[src/rtl/ffba_pkg.sv]
package ffba_pkg;

  localparam int MAX_BLOCKS   = 64;
  localparam int POOL_BYTES   = 2097152;
  localparam int ALIGN_BYTES  = 16;
  localparam int HEADER_BYTES = 32;

  localparam int IDX_W = $clog2(MAX_BLOCKS);
  localparam int CNT_W = IDX_W + 1;
  localparam int OFS_W = 21;
  localparam int REQ_SIZE_W = 22;

  localparam logic [1:0] ST_OK      = 2'd0;
  localparam logic [1:0] ST_OOM     = 2'd1;
  localparam logic [1:0] ST_IGNORED = 2'd2;
  localparam logic [1:0] ST_BADFREE = 2'd3;

  localparam logic REQ_ALLOC = 1'b0;
  localparam logic REQ_FREE  = 1'b1;

  typedef struct packed {
    logic                  req_type;
    logic [REQ_SIZE_W-1:0] req_size;
    logic [OFS_W-1:0]      req_addr;
  } req_t;

  typedef struct packed {
    logic [1:0]       status;
    logic [OFS_W-1:0] result_addr;
    logic [OFS_W-1:0] used_bytes;
    logic [OFS_W-1:0] free_bytes;
    logic [6:0]       block_count;
    logic [31:0]      alloc_count;
    logic [31:0]      release_count;
  } rsp_t;

  typedef struct packed {
    logic [OFS_W-1:0] start;
    logic [OFS_W-1:0] size;
    logic             free;
  } seg_t;

  typedef enum logic [3:0] {
    S_INIT, S_IDLE, S_SCAN_RD, S_SCAN_CHK, S_SHUP_RD, S_SHUP_WR, S_SPLIT_WR,
    S_ALLOC_WR, S_NXT_RD, S_NXT_CHK, S_SHDN_RD, S_SHDN_WR, S_CUR_WR,
    S_PRV_RD, S_PRV_CHK, S_FINISH
  } state_t;

endpackage

[src/rtl/first_fit_block_allocator.sv]
// First-fit pool allocator. The segment table sits in one 64-entry RAM with a
// registered read port; every step reads one entry, then acts on it in the next
// cycle. A request reads the table entries in order until one fits or matches,
// then shifts entries up to open a slot on a split or down on each merge; an
// ignored request skips the scan. One request is in work at a time. After reset
// the init state writes the initial whole-pool segment before the first request
// is taken.
module first_fit_block_allocator (
  input  logic           clk,
  input  logic           rst_n,
  input  logic           in_valid,
  output logic           in_ready,
  input  ffba_pkg::req_t in_req,
  output logic           out_valid,
  input  logic           out_ready,
  output ffba_pkg::rsp_t out_rsp
);

  localparam int IW = ffba_pkg::IDX_W;
  localparam int CW = ffba_pkg::CNT_W;
  localparam int OW = ffba_pkg::OFS_W;
  localparam logic [OW-1:0] HDR = OW'(ffba_pkg::HEADER_BYTES);
  localparam logic [OW-1:0] SPLIT_MIN = OW'(ffba_pkg::HEADER_BYTES + ffba_pkg::ALIGN_BYTES);
  localparam logic [CW-1:0] MAXB = CW'(ffba_pkg::MAX_BLOCKS);
  localparam int AW = ffba_pkg::REQ_SIZE_W + 1;
  localparam logic [AW-1:0] ALIGN_MASK = AW'(ffba_pkg::ALIGN_BYTES - 1);

  // segment table RAM
  ffba_pkg::seg_t mem [ffba_pkg::MAX_BLOCKS];
  logic            we;
  logic [IW-1:0]   wa, ra;
  ffba_pkg::seg_t  wd, rd_q;

  always_ff @(posedge clk) begin
    if (we) mem[wa] <= wd;
    rd_q <= mem[ra];
  end

  ffba_pkg::state_t state_r, state_nxt;
  ffba_pkg::req_t   req_r, req_nxt;
  ffba_pkg::seg_t   cur_r, cur_nxt;
  ffba_pkg::rsp_t   out_r, out_nxt;
  logic             out_valid_r, out_valid_nxt;
  logic [CW-1:0]    idx_r, idx_nxt, hit_r, hit_nxt, k_r, k_nxt, total_r, total_nxt;
  logic [OW-1:0]    used_r, used_nxt, free_r, free_nxt, addr_r, addr_nxt;
  logic [31:0]      acnt_r, acnt_nxt, rcnt_r, rcnt_nxt;
  logic [1:0]       st_r, st_nxt;
  logic             phase_r, phase_nxt;
  ffba_pkg::seg_t   split_r, split_nxt;

  logic [AW-1:0] aligned;
  logic [OW-1:0] rem;
  logic          fit, owns, do_split;

  // round up the request and test the entry just read
  always_comb begin
    aligned  = ({1'b0, req_r.req_size} + ALIGN_MASK) & ~ALIGN_MASK;
    fit      = rd_q.free && ({2'b0, rd_q.size} >= aligned);
    rem      = rd_q.size - aligned[OW-1:0];
    owns     = !rd_q.free && ({1'b0, rd_q.start} + {1'b0, HDR} == {1'b0, req_r.req_addr});
    do_split = (rem > SPLIT_MIN) && (total_r < MAXB);
  end

  always_ff @(posedge clk) begin
    if (!rst_n) begin
      state_r     <= ffba_pkg::S_INIT;
      out_valid_r <= 1'b0;
      total_r     <= CW'(1);
      used_r      <= '0;
      free_r      <= OW'(ffba_pkg::POOL_BYTES - ffba_pkg::HEADER_BYTES);
      acnt_r      <= '0;
      rcnt_r      <= '0;
    end else begin
      state_r     <= state_nxt;
      out_valid_r <= out_valid_nxt;
      total_r     <= total_nxt;
      used_r      <= used_nxt;
      free_r      <= free_nxt;
      acnt_r      <= acnt_nxt;
      rcnt_r      <= rcnt_nxt;
    end
    req_r   <= req_nxt;
    cur_r   <= cur_nxt;
    out_r   <= out_nxt;
    idx_r   <= idx_nxt;
    hit_r   <= hit_nxt;
    k_r     <= k_nxt;
    addr_r  <= addr_nxt;
    st_r    <= st_nxt;
    phase_r <= phase_nxt;
    split_r <= split_nxt;
  end

  // sequencer: scan, shift and merge
  always_comb begin
    state_nxt = state_r;     req_nxt = req_r;     cur_nxt = cur_r;
    out_nxt = out_r;         out_valid_nxt = out_valid_r;
    idx_nxt = idx_r;         hit_nxt = hit_r;     k_nxt = k_r;
    total_nxt = total_r;     used_nxt = used_r;   free_nxt = free_r;
    acnt_nxt = acnt_r;       rcnt_nxt = rcnt_r;   addr_nxt = addr_r;
    st_nxt = st_r;           phase_nxt = phase_r; split_nxt = split_r;
    we = 1'b0;  wa = '0;  wd = '0;  ra = idx_r[IW-1:0];
    in_ready = 1'b0;

    if (out_valid_r && out_ready) out_valid_nxt = 1'b0;

    case (state_r)
      ffba_pkg::S_INIT: begin
        we = 1'b1;
        wa = '0;
        wd = '{start: '0, size: OW'(ffba_pkg::POOL_BYTES - ffba_pkg::HEADER_BYTES), free: 1'b1};
        state_nxt = ffba_pkg::S_IDLE;
      end
      ffba_pkg::S_IDLE: begin
        in_ready = 1'b1;
        if (in_valid) begin
          req_nxt  = in_req;
          idx_nxt  = '0;
          addr_nxt = '0;
          if ((in_req.req_type == ffba_pkg::REQ_ALLOC && in_req.req_size == '0) ||
              (in_req.req_type == ffba_pkg::REQ_FREE && in_req.req_addr == '0)) begin
            st_nxt    = ffba_pkg::ST_IGNORED;
            state_nxt = ffba_pkg::S_FINISH;
          end else begin
            state_nxt = ffba_pkg::S_SCAN_RD;
          end
        end
      end
      ffba_pkg::S_SCAN_RD: begin
        ra = idx_r[IW-1:0];
        state_nxt = ffba_pkg::S_SCAN_CHK;
      end
      ffba_pkg::S_SCAN_CHK: begin
        hit_nxt = idx_r;
        if (req_r.req_type == ffba_pkg::REQ_ALLOC && fit) begin
          st_nxt   = ffba_pkg::ST_OK;
          addr_nxt = rd_q.start + HDR;
          acnt_nxt = acnt_r + 32'd1;
          cur_nxt  = rd_q;
          cur_nxt.free = 1'b0;
          if (do_split) begin
            cur_nxt.size = aligned[OW-1:0];
            used_nxt = used_r + aligned[OW-1:0];
            free_nxt = free_r - aligned[OW-1:0];
            split_nxt = '{start: rd_q.start + HDR + aligned[OW-1:0],
                          size: rem - HDR, free: 1'b1};
            k_nxt = total_r - CW'(1);
            state_nxt = (total_r - CW'(1) >= idx_r + CW'(1)) ? ffba_pkg::S_SHUP_RD
                                                               : ffba_pkg::S_SPLIT_WR;
          end else begin
            used_nxt = used_r + rd_q.size;
            free_nxt = free_r - rd_q.size;
            state_nxt = ffba_pkg::S_ALLOC_WR;
          end
        end else if (req_r.req_type == ffba_pkg::REQ_FREE && owns) begin
          st_nxt   = ffba_pkg::ST_OK;
          used_nxt = used_r - rd_q.size;
          free_nxt = free_r + rd_q.size;
          rcnt_nxt = rcnt_r + 32'd1;
          cur_nxt  = rd_q;
          cur_nxt.free = 1'b1;
          state_nxt = (idx_r + CW'(1) < total_r) ? ffba_pkg::S_NXT_RD : ffba_pkg::S_CUR_WR;
        end else if (idx_r + CW'(1) == total_r) begin
          st_nxt = (req_r.req_type == ffba_pkg::REQ_ALLOC) ? ffba_pkg::ST_OOM
                                                           : ffba_pkg::ST_BADFREE;
          state_nxt = ffba_pkg::S_FINISH;
        end else begin
          idx_nxt = idx_r + CW'(1);
          state_nxt = ffba_pkg::S_SCAN_RD;
        end
      end
      // open a slot after the hit entry
      ffba_pkg::S_SHUP_RD: begin
        ra = k_r[IW-1:0];
        state_nxt = ffba_pkg::S_SHUP_WR;
      end
      ffba_pkg::S_SHUP_WR: begin
        we = 1'b1;
        wa = IW'(k_r + CW'(1));
        wd = rd_q;
        k_nxt = k_r - CW'(1);
        state_nxt = (k_r == hit_r + CW'(1)) ? ffba_pkg::S_SPLIT_WR : ffba_pkg::S_SHUP_RD;
      end
      ffba_pkg::S_SPLIT_WR: begin
        we = 1'b1;
        wa = IW'(hit_r + CW'(1));
        wd = split_r;
        total_nxt = total_r + CW'(1);
        state_nxt = ffba_pkg::S_ALLOC_WR;
      end
      ffba_pkg::S_ALLOC_WR: begin
        we = 1'b1;
        wa = hit_r[IW-1:0];
        wd = cur_r;
        state_nxt = ffba_pkg::S_FINISH;
      end
      // merge with the next neighbor
      ffba_pkg::S_NXT_RD: begin
        ra = IW'(hit_r + CW'(1));
        state_nxt = ffba_pkg::S_NXT_CHK;
      end
      ffba_pkg::S_NXT_CHK: begin
        if (rd_q.free) begin
          cur_nxt.size = cur_r.size + HDR + rd_q.size;
          phase_nxt = 1'b0;
          k_nxt = hit_r + CW'(2);
          if (hit_r + CW'(2) < total_r) begin
            state_nxt = ffba_pkg::S_SHDN_RD;
          end else begin
            total_nxt = total_r - CW'(1);
            state_nxt = ffba_pkg::S_CUR_WR;
          end
        end else begin
          state_nxt = ffba_pkg::S_CUR_WR;
        end
      end
      // close the gap left by a removed entry
      ffba_pkg::S_SHDN_RD: begin
        ra = k_r[IW-1:0];
        state_nxt = ffba_pkg::S_SHDN_WR;
      end
      ffba_pkg::S_SHDN_WR: begin
        we = 1'b1;
        wa = IW'(k_r - CW'(1));
        wd = rd_q;
        k_nxt = k_r + CW'(1);
        if (k_r + CW'(1) == total_r) begin
          total_nxt = total_r - CW'(1);
          state_nxt = phase_r ? ffba_pkg::S_FINISH : ffba_pkg::S_CUR_WR;
        end else begin
          state_nxt = ffba_pkg::S_SHDN_RD;
        end
      end
      ffba_pkg::S_CUR_WR: begin
        we = 1'b1;
        wa = hit_r[IW-1:0];
        wd = cur_r;
        state_nxt = (hit_r != '0) ? ffba_pkg::S_PRV_RD : ffba_pkg::S_FINISH;
      end
      // merge with the previous neighbor
      ffba_pkg::S_PRV_RD: begin
        ra = IW'(hit_r - CW'(1));
        state_nxt = ffba_pkg::S_PRV_CHK;
      end
      ffba_pkg::S_PRV_CHK: begin
        if (rd_q.free) begin
          we = 1'b1;
          wa = IW'(hit_r - CW'(1));
          wd = rd_q;
          wd.size = rd_q.size + HDR + cur_r.size;
          phase_nxt = 1'b1;
          k_nxt = hit_r + CW'(1);
          if (hit_r + CW'(1) < total_r) begin
            state_nxt = ffba_pkg::S_SHDN_RD;
          end else begin
            total_nxt = total_r - CW'(1);
            state_nxt = ffba_pkg::S_FINISH;
          end
        end else begin
          state_nxt = ffba_pkg::S_FINISH;
        end
      end
      // hand the result over once the output slot is open
      ffba_pkg::S_FINISH: begin
        if (!out_valid_r || out_ready) begin
          out_valid_nxt = 1'b1;
          out_nxt = '{status: st_r, result_addr: addr_r, used_bytes: used_r,
                      free_bytes: free_r, block_count: 7'(total_r),
                      alloc_count: acnt_r, release_count: rcnt_r};
          state_nxt = ffba_pkg::S_IDLE;
        end
      end
      default: state_nxt = ffba_pkg::S_IDLE;
    endcase
  end

  assign out_valid = out_valid_r;
  assign out_rsp   = out_r;

  a_total_range: assert property (@(posedge clk) disable iff (!rst_n)
    total_r != '0 && total_r <= MAXB)
    else $error("segment count out of range");

  a_split_room: assert property (@(posedge clk) disable iff (!rst_n)
    state_r == ffba_pkg::S_SPLIT_WR |-> total_r < MAXB)
    else $error("split into a full table");

  a_grant_addr: assert property (@(posedge clk) disable iff (!rst_n)
    state_r == ffba_pkg::S_FINISH && st_r == ffba_pkg::ST_OK &&
    req_r.req_type == ffba_pkg::REQ_ALLOC |-> addr_r >= HDR)
    else $error("granted offset inside first header");

  a_one_result: assert property (@(posedge clk) disable iff (!rst_n)
    in_valid && in_ready |=> !in_ready)
    else $error("request taken while another is in work");

endmodule

[config.mk]
export PLATFORM = sky130hd
export DESIGN_NAME = first_fit_block_allocator
export DESIGN_NICKNAME = d
export VERILOG_FILES = /design/src/rtl/ffba_pkg.sv /design/src/rtl/first_fit_block_allocator.sv
export SDC_FILE = /design/constraint.sdc
export NUM_CORES = 2
export LEC_CHECK = 0
export BUFFER_PORTS_ARGS = -buffer_cell sky130_fd_sc_hd__buf_4
export CORE_MARGIN = 1.5
export CORE_UTILIZATION = 50
export CTS_CLUSTER_DIAMETER = 50
export CTS_CLUSTER_SIZE = 20
export DETAILED_ROUTE_END_ITERATION = 8
export PLACE_DENSITY = 0.74
export SETUP_SLACK_MARGIN = 0.4
export SYNTH_ARGS = -nofsm -noshare
export SYNTH_HDL_FRONTEND = slang
export SYNTH_SLANG_ARGS = --single-unit
[constraint.sdc]
create_clock -name clk -period 14.9 [get_ports clk]
set_input_delay 0.745 -clock clk [delete_from_list [all_inputs] [get_ports clk]]
set_output_delay 0.745 -clock clk [all_outputs]
set_load 0.03 [all_outputs]
After elaboration in Yosys (flattened, before gate mapping) --
Memories as Yosys holds them, arrays and structs flattened. A register that Yosys moved wholly into a read port is not among the register bits. Cells that the tools add are included.
Cells by class: add/sub/neg operators 26, magnitude comparators 7, equal/unequal tests 34, multiplexer cells 71, bitwise gates (word level) 3, reductions and logical operators 40
Operator list (number):
- 43-bit one-hot mux with 5 select lines | 1
- 21-bit 2-to-1 mux | 10
- 43-bit 2-to-1 mux | 3
- 21-bit adder | 6
- 7-bit 2-to-1 mux | 13
- 21-bit one-hot mux with 2 select lines | 2
- 21-bit subtractor | 4
- 32-bit by 1-bit adder with 32-bit output (second input constant) | 2
- 4-bit one-hot mux with 16 select lines | 1
- 21-bit by 6-bit adder with 21-bit output (second input constant) | 3
- 7-bit one-hot mux with 5 select lines | 1
- 4-bit equality test (second input constant) | 8
- 6-bit one-hot mux with 5 select lines | 1
- 7-bit by 1-bit adder with 7-bit output (second input constant) | 4
- 4-bit 2-to-1 mux | 7
- 7-bit one-hot mux with 4 select lines | 1
- 2-bit inequality test (second input constant) | 13
- 22-bit by 4-bit adder with 23-bit output (second input constant) | 1
- 21-bit by 23-bit >= comparator with 1-bit output | 1
- 21-bit by 6-bit adder with 22-bit output (second input constant) | 1
- 22-bit by 21-bit equality test with 1-bit output | 1
- 22-bit zero test | 1
- 2-bit 2-to-1 mux | 11
- 7-bit equality test | 3
- 37 further kinds | 82
Storage, ports and cells: register bits 428, memory bits (writable) 2752, bits of input ports 48, memories 1
Memories:
- mem | words 64, bits a word 43, rd ports 1, clocked after Yosys merged registers in 1, wr ports 1, line first_fit_block_allocator.sv:29 | ffba_pkg::seg_t mem [ffba_pkg::MAX_BLOCKS];

Longest topological paths before layout --
depth after elaboration 7, mapped depth 23, mapped depth without buffers 20

Worst setup path before layout --
OpenSTA, ideal clock, no wires.
path kind reg-to-reg, from reg state_r[1], to reg out_r, in the netlist out_rsp[0] (enable), arrival 10.239 ns, setup slack 3.864 ns, stages on the path, launching flop included 5, buffers on the path 2, path through dfxtp_1 > clkbuf_1 > clkbuf_1 > nand2_1 > nor3_1
On the way: cells in the longest elaborated chain, start to end 2
Ends and longest elaborated chain:
- from (decl) | line first_fit_block_allocator.sv:39 | ffba_pkg::state_t state_r, state_nxt;
- from (signal assigned) | line first_fit_block_allocator.sv:66 | state_r <= ffba_pkg::S_INIT;
- from (signal assigned) | line first_fit_block_allocator.sv:74 | state_r <= state_nxt;
- 4-bit equality test | line first_fit_block_allocator.sv:107 | case (state_r)
- 2-bit AND reduction (no line)
- to (signal assigned) | line first_fit_block_allocator.sv:84 | out_r <= out_nxt;
- to (decl) | line first_fit_block_allocator.sv:42 | ffba_pkg::rsp_t out_r, out_nxt;
No other way between the ends. A chain may end at the register's enable or synchronous reset.

==> impl_metrics.json <==
{
  "drv_cap": 0,
  "leakage_nw": 48.77,
  "routed_wirelength_mm": 380.8,
  "grt_util_all_layers_pct": 26.52,
  "antenna_found_initial": 8,
  "min_delay_worst_endpoint": "req_r[27]",
  "multi_input_area_mm2": 0.04082,
  "antenna_left": 0,
  "routedWlPerCell_um": 26.13,
  "dp_cells": 13990,
  "place.gp.congestion": 0.9801,
  "rows": 193,
  "cts_resized": 0,
  "drc": 0,
  "synth_edf_count": 3062,
  "cts_tree": "built",
  "slowest_stage": "edfxtp_1",
  "cpPeakStageDelay_ns": 0.95,
  "cts.root.buffer_cell": "clkbuf_16",
  "period_share_pct": 50.95,
  "clockBufferDepth": 4,
  "end_kind": "flop",
  "crit_top_cell": "nand2_1",
  "drt_iter0_drc": 12000,
  "dpl.hpwl_mm": 213.0,
  "arrival_ns": 8.20,
  "fin_tns_setup_ns": 0,
  "status": "finished clean",
  "utilization_pct": 56.23,
  "rsz0062_at_grt": "false",
  "synthArstFlopShare_pct": 0,
  "stdcell_area_mm2": 0.1553,
  "worst_slew_pin_slew_ns": 1.336,
  "drive_gt1_share_pct": 9.872,
  "critical_path_class": "reg2reg",
  "setup.worst_path.start_class": "flop",
  "rr_worst_depth": 21,
  "post_dp_cell_area_mm2": 0.1445,
  "path_max_fanout": 70,
  "core_area_mm2": 0.2763,
  "cp_top_family": "simple AND/OR/NAND/NOR gates",
  "drv_slew": 0,
  "clock_latency_ns": 0.97,
  "cts_buffers": 309,
  "power.density_mw_per_mm2": 125.6,
  "post_cts_buffers": 0,
  "synth-seq-cells": 3223,
  "grt_max_degree": 225,
  "r2r-end": "cur_r[14]",
  "total_power_mw": 19.52,
  "fillers": 21310,
  "path_buf_inv": 3,
  "yosys.area.top_type": "edfxtp_1",
  "ctsHtreeMaxLevel": 5,
  "dieWidth_um": 529.7,
  "relSlewSlack_pct": 10.92,
  "synth_area_mm2": 0.1387,
  "synth-seq-area-share_pct": 68.61,
  "io_pins": 186,
  "nets": 10880,
  "synth_area_leaders": "edfxtp_1 (66%), a211oi_1 (5.5%), nand2_1 (4.3%)",
  "fin_hold_ws_ns": 0.04719,
  "reg2reg_slack_ns": 7.31,
  "first_pass_iters": 9,
  "clk_pin_slew_ns": 0.05,
  "ctsHoldBuffers": 29,
  "dieHeight_um": 529.7,
  "regArea_mm2": 0.09517,
  "via_count": 92470,
  "post-route-min-period_ns": 7.592,
  "area_growth_pct": 11.99,
  "numPortBuffers": 185,
  "ys_warn_count": 0,
  "first_global_vias": 88620,
  "ir_drop_mv": 0.1267,
  "crit_required_ns": 15.50,
  "syn_avg_cell_area_um2": 13.04,
  "netlist.area_leader.share_pct": 66.29,
  "initial_core_util_pct": 50.21,
  "synth_cell_types": 99,
  "hold_path_class": "in2reg",
  "synth_ff_type": "edfxtp_1",
  "setup_ws_ns": 7.308,
  "grt.overflow.total": 0,
  "hold_start": "in_req[27]",
  "via_per_inst": 6.345,
  "r2r-start": "req_r[28]",
  "holdPathStages": 1,
  "setup_viol": 0,
  "synthCells": 10640,
  "path_cells": "nand4_1 -> or3_1 -> nor3_4 -> nand3_1 -> nor2_1 -> nand2_1 -> xor2_1 -> ha_1 -> nand2_1 -> nor3_1 -> nand4_1 -> or3_1 -> a31o_2 -> o31ai_4 -> buf_4 -> inv_2 -> nor3_4 -> buf_4 -> nand2_1 -> o211ai_1 -> o21ai_0",
  "fin_cells": 14570,
  "post-place-ws_ns": 7.539,
  "fmax_mhz": 131.7,
  "grt_pass1_wl_mm": 559.2,
  "clock-sinks": 3223,
  "fin_worst_skew_ns": 0.08865,
  "synth_fp_nets": 10900,
  "finalHoldViolations": 0,
  "die-area_mm2": 0.2806
}
==> cells in the mapped netlist (27+ instances only) <==
cell         n
edfxtp_1  3062
nand2_1   1596
a211oi_1  1012
clkbuf_1   720
and2_1     710
a21oi_1    555
a311oi_1   367
a31oi_1    367
nor2_1     358
xnor2_1    206
ha_1       199
inv_1      170
dfxtp_1    161
o21ai_0    137
xor2_1     121
nand3_1     95
nor3_1      85
nand2b_1    49
and3_1      34
a21o_1      33
nand4_1     33
nor2b_1     32
buf_1       29
mux2i_1     28
o211ai_1    28
a222oi_1    27
==> cells in the final DEF, fill, tap and decap left out, types with 44 or more instances in the layout <==
cell type / instances
xor2_1: 121
edfxtp_1: 3062
nand3_1: 95
nand2b_1: 49
inv_6: 44
o21ai_0: 123
xnor2_1: 206
buf_4: 386
a31oi_1: 366
a211oi_1: 1011
and2_1: 711
clkbuf_16: 311
dfxtp_1: 160
nor2_4: 64
nor3_1: 83
a21oi_1: 554
ha_1: 199
a311oi_1: 367
inv_1: 158
nand2_1: 1593
nor2_1: 293
==> logic make-up after synthesis <==
kind of cell               share of synthesized area, %
buffers and inverters                             2.528
and+or+nand+nor                                   10.42
muxes                                            0.2264
AOI/OAI and AO/OA                                 14.11
DFF                                               68.61
adders and majority gates                         1.997
xor gates and xnor gates                          2.104
==> per-layer routing <==
| metal | part of all wire (%) | up-vias | GRT usage [%] |
|---|---|---|---|
| li1 | - | 40580 | - |
| met1 | 39 | 45940 | 35.51 |
| met2 | 47 | 5001 | 42.84 |
| met3 | 9.9 | 942 | 4.557 |
| met4 | 4.3 | 6 | 11.16 |
| met5 | 0.012 | - | 0 |
==> worst max path at each step <==
stage	from	cells after the start	slack [ns]	endpoint
global placement	req_r[28]	21	7.68	cur_r[12]
global route	req_r[28]	21	7.04	cur_r[21]
finish	req_r[28]	21	7.31	cur_r[14]
detailed placement	req_r[28]	19	7.54	k_r[2]
CTS	req_r[28]	19	7.51	k_r[4]
floorplan	state_r[1]	4	3.86	out_rsp[0]
==> area by class of cell <==
type | instances | share of cell area, %
Inverter | 176 | 0.4253
Multi-Input combinational cell | 6485 | 26.27
Timing Repair Buffer | 431 | 2.258
Clock inverter | 217 | 1.715
Tap cell | 3705 | 2.984
Clock buffer | 327 | 5.061
Antenna cell | 9 | 0.01450
Sequential cell | 3223 | 61.27
==> power by group <==
part           internal (mW)  leakage, nW  switching, mW  total, mW
clock network           4.44         5.11           3.68       8.12
logic                  0.461         17.5          0.979       1.44
registers               9.90         26.2         0.0585       9.96
==> state kept, by name (all words and copies together), names as in the netlist <==
signal	cells
idx_r	7
free_r	21
out_rsp	136
split_r	42
hit_r	7
req_r	44
mem	2752
st_r	2
k_r	7
out_valid	1
used_r	21
state_r	4
rd_q	43
total_r	7
cur_r	43
phase_r	1
rcnt_r	32
acnt_r	32
addr_r	21
Power figures use the tool's default switching activity.
